**src/rtl/transformed_box_bounds_union_macros.svh**
```systemverilog
// assertion macros for the transformed box bounds union
`ifndef TRANSFORMED_BOX_BOUNDS_UNION_MACROS_SVH
`define TRANSFORMED_BOX_BOUNDS_UNION_MACROS_SVH
`ifndef SYNTH
`define TBBU_ASSERT(lbl, clk, rstn, ante, cons, msg) \
	lbl: assert property (@(posedge clk) disable iff (!rstn) (ante) |-> (cons)) \
		else $error(msg);
`define TBBU_ASSERT_NEXT(lbl, clk, rstn, ante, cons, msg) \
	lbl: assert property (@(posedge clk) disable iff (!rstn) (ante) |=> (cons)) \
		else $error(msg);
`else
`define TBBU_ASSERT(lbl, clk, rstn, ante, cons, msg)
`define TBBU_ASSERT_NEXT(lbl, clk, rstn, ante, cons, msg)
`endif
`endif

```
**src/rtl/tbbu_pkg.sv**
```systemverilog
// shared types and constants for the transformed box bounds union
`default_nettype none
package tbbu_pkg;
	localparam int DATA_W = 32;
	localparam int CMD_W = 2;
	localparam int IDX_W = 4;
	localparam int ELEM_COUNT = 12;
	localparam int SUM_W = 2 * DATA_W + 2;
	localparam int COORD_WIDTH_DEF = 32;
	localparam int FRAC_BITS_DEF = 16;

	localparam int OPQ_DEPTH = 4;
	localparam int OPQ_PTR_W = $clog2(OPQ_DEPTH);
	localparam int OPQ_CNT_W = $clog2(OPQ_DEPTH + 1);
	localparam int RESQ_DEPTH = 2;
	localparam int RESQ_PTR_W = $clog2(RESQ_DEPTH);
	localparam int RESQ_CNT_W = $clog2(RESQ_DEPTH + 1);

	typedef enum logic [CMD_W-1:0] {
		CMD_LOAD  = 2'd0,
		CMD_MERGE = 2'd1,
		CMD_EMIT  = 2'd2
	} cmd_t;

	typedef enum logic [1:0] {
		OP_LOAD  = 2'd0,
		OP_MERGE = 2'd1,
		OP_EMIT  = 2'd2
	} op_kind_t;

	typedef struct packed {
		op_kind_t                kind;
		logic [IDX_W-1:0]        idx;
		logic [DATA_W-1:0]       value;
		logic [2:0][DATA_W-1:0]  lo;
		logic [2:0][DATA_W-1:0]  hi;
	} op_t;

	typedef struct packed {
		logic [2:0][DATA_W-1:0]  lo;
		logic [2:0][DATA_W-1:0]  hi;
		logic                    nonempty;
	} res_t;
endpackage
`default_nettype wire

```
**src/rtl/tbbu_front.sv**
```systemverilog
// front end: request decode, filtering and the operation queue
`default_nettype none
module tbbu_front import tbbu_pkg::*; (
	input  logic                     clk,
	input  logic                     arst_n,
	input  logic                     push,
	output logic                     full,
	input  logic [CMD_W-1:0]         cmd,
	input  logic [IDX_W-1:0]         elem_index,
	input  logic signed [DATA_W-1:0] elem_value,
	input  logic signed [DATA_W-1:0] box_min_x,
	input  logic signed [DATA_W-1:0] box_min_y,
	input  logic signed [DATA_W-1:0] box_min_z,
	input  logic signed [DATA_W-1:0] box_max_x,
	input  logic signed [DATA_W-1:0] box_max_y,
	input  logic signed [DATA_W-1:0] box_max_z,
	output op_t                      head,
	output logic                     head_valid,
	input  logic                     head_take
);
	op_t                  op_mem_q [OPQ_DEPTH];
	logic [OPQ_PTR_W-1:0] wr_q, rd_q;
	logic [OPQ_CNT_W-1:0] cnt_q;
	op_t                  dec;
	logic                 keep;
	logic                 enq, deq;

	always_comb begin
		dec.idx = elem_index;
		dec.value = elem_value;
		dec.lo = {box_min_z, box_min_y, box_min_x};
		dec.hi = {box_max_z, box_max_y, box_max_x};
		dec.kind = OP_LOAD;
		keep = 1'b0;
		unique case (cmd_t'(cmd))
			CMD_LOAD: begin
				dec.kind = OP_LOAD;
				// out of range element indexes are dropped here
				keep = (elem_index < IDX_W'(ELEM_COUNT));
			end
			CMD_MERGE: begin
				dec.kind = OP_MERGE;
				keep = 1'b1;
			end
			CMD_EMIT: begin
				dec.kind = OP_EMIT;
				keep = 1'b1;
			end
			default: begin
				keep = 1'b0;
			end
		endcase
	end

	assign full = (cnt_q == OPQ_CNT_W'(OPQ_DEPTH));
	assign enq = push && !full && keep;
	assign deq = head_take && head_valid;
	assign head_valid = (cnt_q != '0);
	assign head = op_mem_q[rd_q];

	always_ff @(posedge clk or negedge arst_n) begin
		if (!arst_n) begin
			wr_q <= '0;
			rd_q <= '0;
			cnt_q <= '0;
		end else begin
			if (enq)
				wr_q <= wr_q + 1'b1;
			if (deq)
				rd_q <= rd_q + 1'b1;
			cnt_q <= cnt_q + OPQ_CNT_W'(enq) - OPQ_CNT_W'(deq);
		end
	end

	always_ff @(posedge clk) begin
		if (enq)
			op_mem_q[wr_q] <= dec;
	end
endmodule
`default_nettype wire

```
**config.mk**
```make
export PLATFORM = sky130hd
export DESIGN_NAME = tbbu_front
export DESIGN_NICKNAME = d
export VERILOG_FILES = /design/src/rtl/transformed_box_bounds_union_macros.svh /design/src/rtl/tbbu_pkg.sv /design/src/rtl/tbbu_front.sv
export SDC_FILE = /design/constraint.sdc
export NUM_CORES = 1
export LEC_CHECK = 0
export BUFFER_PORTS_ARGS = -buffer_cell sky130_fd_sc_hd__buf_2
export CELL_PAD_IN_SITES_DETAIL_PLACEMENT = 0
export CELL_PAD_IN_SITES_GLOBAL_PLACEMENT = 1
export CORE_MARGIN = 5
export CORE_UTILIZATION = 45
export CTS_BUF_LIST = sky130_fd_sc_hd__clkbuf_16
export CTS_CLUSTER_DIAMETER = 40
export DETAILED_ROUTE_END_ITERATION = 16
export PLACE_DENSITY_LB_ADDON = 0.3
export SLEW_MARGIN = 30
export SYNTH_ARGS = -nofsm -noshare
export SYNTH_HDL_FRONTEND = slang
export SYNTH_SLANG_ARGS = --single-unit
```
**constraint.sdc**
```tcl
create_clock -name clk -period 11.5 [get_ports clk]
set_input_delay 1.15 -clock clk [delete_from_list [all_inputs] [get_ports clk]]
set_output_delay 1.15 -clock clk [all_outputs]
set_load 0.01 [all_outputs]
```
After elaboration in Yosys (flattened, before gate mapping)

Memory sizes are Yosys's and may differ from the RTL's.
Cells that the tools add are included.

$add $sub $neg: 4
$lt $le $gt $ge: 1
Equality and inequality tests: 3
Mux-type cells: 4
Reductions and logical operators: 7

Operator list:

| cell                | count |
|---|---|
| $add 2x1->2 const B | 2 |
| $lt 4x4->1 const B  | 1 |
| $pmux 2 s2          | 1 |
| $add 3x1->3         | 1 |
| $eq 3x3->1 const B  | 1 |
| $logic_and 1x1->1   | 3 |
| $reduce_bool 3->1   | 1 |
| $sub 3x1->3         | 1 |
| $eq 2x1->1 const B  | 1 |
| $eq 2x2->1 const B  | 1 |
| $logic_not 2->1     | 1 |
| $mux 1              | 2 |
| $pmux 1 s2          | 1 |
| $reduce_or 2->1     | 1 |
| $logic_not 1->1     | 1 |

Bits in registers: 7
Memory bits (writable): 920
Input port bits: 234
Output and inout port bits: 232
Word-level logic and storage cells: 23
Memories kept: 1

Memory list:

| memory   | depth | bits a word | rd ports | clocked after Yosys merged registers in | wr ports | line             | source |
|---|---|---|---|---|---|---|---|
| op_mem_q | 4     | 230         | 1        | 0                                       | 1        | tbbu_front.sv:21 | `op_t op_mem_q [OPQ_DEPTH];` |

Depth between registers and ports, before layout

Depth after elaboration: 6
Gate-level depth with buffers: 11
Mapped depth without buffers: 11

Worst setup path before layout

OpenSTA, ideal clock, no wires.

Path kind: input port to flip-flop
From: input port cmd[0]
To: memory op_mem_q[0][0] (netlist name), enable pin
Setup time: 0.493 ns
Arrival time: 4.909 ns
Required time: 11.007 ns
Path slack: 6.098 ns
Cell stages on the path: 5
Path buffers: 0
Path through: inv_1 -> ha_1 -> a21bo_1 -> a2111oi_4 -> and2_2

Word-level cells in the longest chain between the ends: 6
Elaborated cells on any way between the ends: 8
Classes of those cells: eq/ne (2); mux (3); reduce/logical (3)

RTL lines:

| element                                         | line             | source |
|---|---|---|
| start, declared                                 | tbbu_front.sv:8  | `input logic [CMD_W-1:0] cmd,` |
| $eq 2x2->1 / $eq 2x1->1 (equally long branches) | tbbu_front.sv:35 | `unique case (cmd_t'(cmd))` |
| $reduce_or 2->1 (no line)                       | -                |  |
| $pmux 1 s2 (*)                                  | tbbu_front.sv:35 |  |
| $logic_and 1x1->1 (*)                           | tbbu_front.sv:56 | `assign enq = push && !full && keep;` |
| $mux 1 (*)                                      | tbbu_front.sv:76 | `if (enq)` |
| $mux 1 (implied by the code) (*)                | tbbu_front.sv:77 | `op_mem_q[wr_q] <= dec;` |
| end, declared                                   | tbbu_front.sv:21 |  |

Every way passes the cells marked *; elsewhere a longest branch is shown, timed or not.

==> summary.txt <==
Crit-path slowest cell: dfrtp_4
remaining antenna violation count after routing: 0
clock sink count: 927
drt first pass iters: 4
Cell Chain, Critical Path: buf_12, buf_16, buf_12, mux4_2, buf_2
chip width: 284 um
Synth cell types: 20
area share of the largest cell type after synthesis: 82.0%
routed vias: 15000
final wirelength: 68200 um
Slew HR: 37.4%
worst slew pin tran: 0.939 ns
Mapped Cells: 1246
outcome: complete, no violations
largest area contributor in the netlist: edfxtp_1
WP data arrival: 4.14 ns
crit-path max cell delay: 0.92 ns
largest net degree at the start of global routing: 105
nature of the critical path startpoint: register
IO Count: 466
gr ovfl total: 0
vias in the first global route: 16300
Setup WS post-layout: 6.21 ns
Crit Path Max Fanout: 95
Area Overhead vs Synth: 21.8%
Pleak: 0.0140 uW
count of input and output buffers: 465
final setup TNS: 0 ns
initial core utilization: 45.3%
Iter 0 DRT Violations: 1006
Fmax achieved: 189 MHz
die height: 284 um
PnR Total Power: 10300 uW
number of synthesized flops with an enable pin: 920
Placed Instance Area: 37100 um^2
Post-CTS Resized: 0
site row count: 100
Mapped Nets: 1491
CTS tree: done
register bit total from synthesis: 927
Hold Path Class: input pin to asynchronous set/reset pin
Post-DP HPWL: 41700 um
Critical Path End Type: output pin
multi-input logic area: 5480 um^2
clk_lat worst skew: 0.66 ns
RSZ-0062 raised after global routing: no
clock tree buffer depth: 3
min Tclk post-route: 5.29 ns
Final Slew Violations: 0
pwr/cell area: 252 nW/um^2
wire length per cell: 23.8 um
Max VDD drop: 0.000182 V
YS warnings: 0
Post-CTS Hold Fix Bufs: 0
sequential area share after synthesis: 82.5%
ratio of cells with drive above 1 in the final layout: 48.0%
Global Route Usage Sum: 16.7%
Final setup viols: 0
DRC: 0
H-tree depth: 3
Cell Area, Synth: 33700 um^2
WS Path Type: register to output pin
Maximum Capacitance Violations: 0
Synth area leaders: edfxtp_1, mux4_2, buf_6
global-route wire length before repair: 102000 um
sequential cell area: 27800 um^2
vias per inst: 5.25
final hold vios: 0
syn avg cell area: 27.0 um^2
clk root buf: clkbuf_16
crit share post-route: 46.0%
CP required: 10.35 ns
initial antenna violation count: 14
Worst path most repeated cell: buf_12
die area: 80400 um^2
CTS buffer count: 113
FFs w/ async S/R, synth: 0.755%
GP Congestion: 0.723
Place WS: 6.21 ns
Synth top cells by count: edfxtp_1, mux4_2, buf_2
top-count cell post-synth: edfxtp_1
core box area: 74300 um^2
Fill cells: 5621
# Post-CTS Setup Buffers: 0
Final Instance Area: 41000 um^2
clock skew: 0.0407 ns
nets: 2039
clock slew at reported path FFs: 0.06 ns
Top FF cell, synth: edfxtp_1
layout by cell type, fill, tap and decap left out, types with 3 or more instances in the layout:
cell | synthesis | final
buf_6 | 18 | 4
dfrtp_1 | 7 | 5
clkinvlp_4 | 0 | 10
buf_4 | 2 | 12
edfxtp_1 | 920 | 920
diode_2 | 0 | 7
xnor2_1 | 4 | 4
buf_12 | 0 | 3
ha_1 | 10 | 10
mux4_2 | 230 | 230
bufinv_16 | 0 | 17
clkinv_4 | 0 | 14
inv_1 | 10 | 21
buf_2 | 26 | 465
inv_6 | 0 | 8
clkinv_1 | 0 | 15
clkinv_2 | 0 | 12
and2_4 | 0 | 4
clkbuf_16 | 0 | 114
logic make-up (layout without fill, tap and decap cells):
logic type,after synthesis,count (layout),share of synthesized area [%]
DFF,927,927,82.5
other,0,7,0
buffers and inverters,62,703,1.21
adders and majority gates,11,11,0.431
AOI/OAI and AO/OA,3,3,0.137
and+or+nand+nor,7,7,0.141
muxes,231,231,15.4
xor gates and xnor gates,5,5,0.130
critical path: cells and delay by family, from the launching register on:
| family | cells | cell delay, ns |
|---|---|---|
| multiplexers | 1 | 0.65 |
| flip-flops | 1 | 0.92 |
| buffers and inverters | 4 | 1.62 |
registers in the layout (all words and copies together) (netlist names):
signal / cells
rd_q: 2
cnt_q: 3
op_mem_q: 920
wr_q: 2
where the power goes:
group | internal (uW) | switching (uW) | total (uW)
clock network | 2210 | 1370 | 3580
registers | 4090 | 153 | 4240
logic | 1170 | 1340 | 2510
total | 7470 | 2870 | 10300
routing by layer:
layer | global-route usage (%) | vias up | wire, um
met5 | 0 | - | 77
met4 | 4.32 | 12 | 1180
met3 | 4.71 | 91 | 4540
met2 | 28.7 | 439 | 35800
met1 | 21.1 | 7927 | 26600
li1 | - | 6569 | -
through the flow:
step                util (%)  instances  hold slack [ns]
finish                  55.2       2863            0.324
global route            55.2       2858            0.294
CTS                     55.2       2855            0.273
detailed placement      49.9       2647            0.550
global placement        49.9       2647            0.540
floorplan                  -       1246            0.518
layout make-up:
class	count	area share (%)
antenna	7	0.0427
clock buffer	114	6.95
clock inverter	94	2.62
inverter	10	0.0915
multi-input combinational	257	13.4
sequential	927	67.8
tap	969	2.95
timing repair buffer	485	6.21
final timing paths:
path | end | slack [ns] | start | cells past startpoint
hold / removal | cnt_q[0]$_DFF_PN0_ | 0.32 | arst_n | 1
min in group clk | cnt_q[0]$_DFF_PN0_ | 0.56 | cnt_q[0]$_DFF_PN0_ | 1
hold reg to reg | cnt_q[0]$_DFF_PN0_ | 0.56 | cnt_q[0]$_DFF_PN0_ | 1
max in group asynchronous | wr_q[0]$_DFFE_PN0P_ | 10.99 | arst_n | 1
setup / recovery | head[151] | 6.21 | rd_q[0]$_DFFE_PN0P_ | 5
setup reg to reg | op_mem_q[0][116]$_DFFE_PP_ | 7.43 | cnt_q[2]$_DFF_PN0_ | 5
Power figures use the tool's default switching activity.
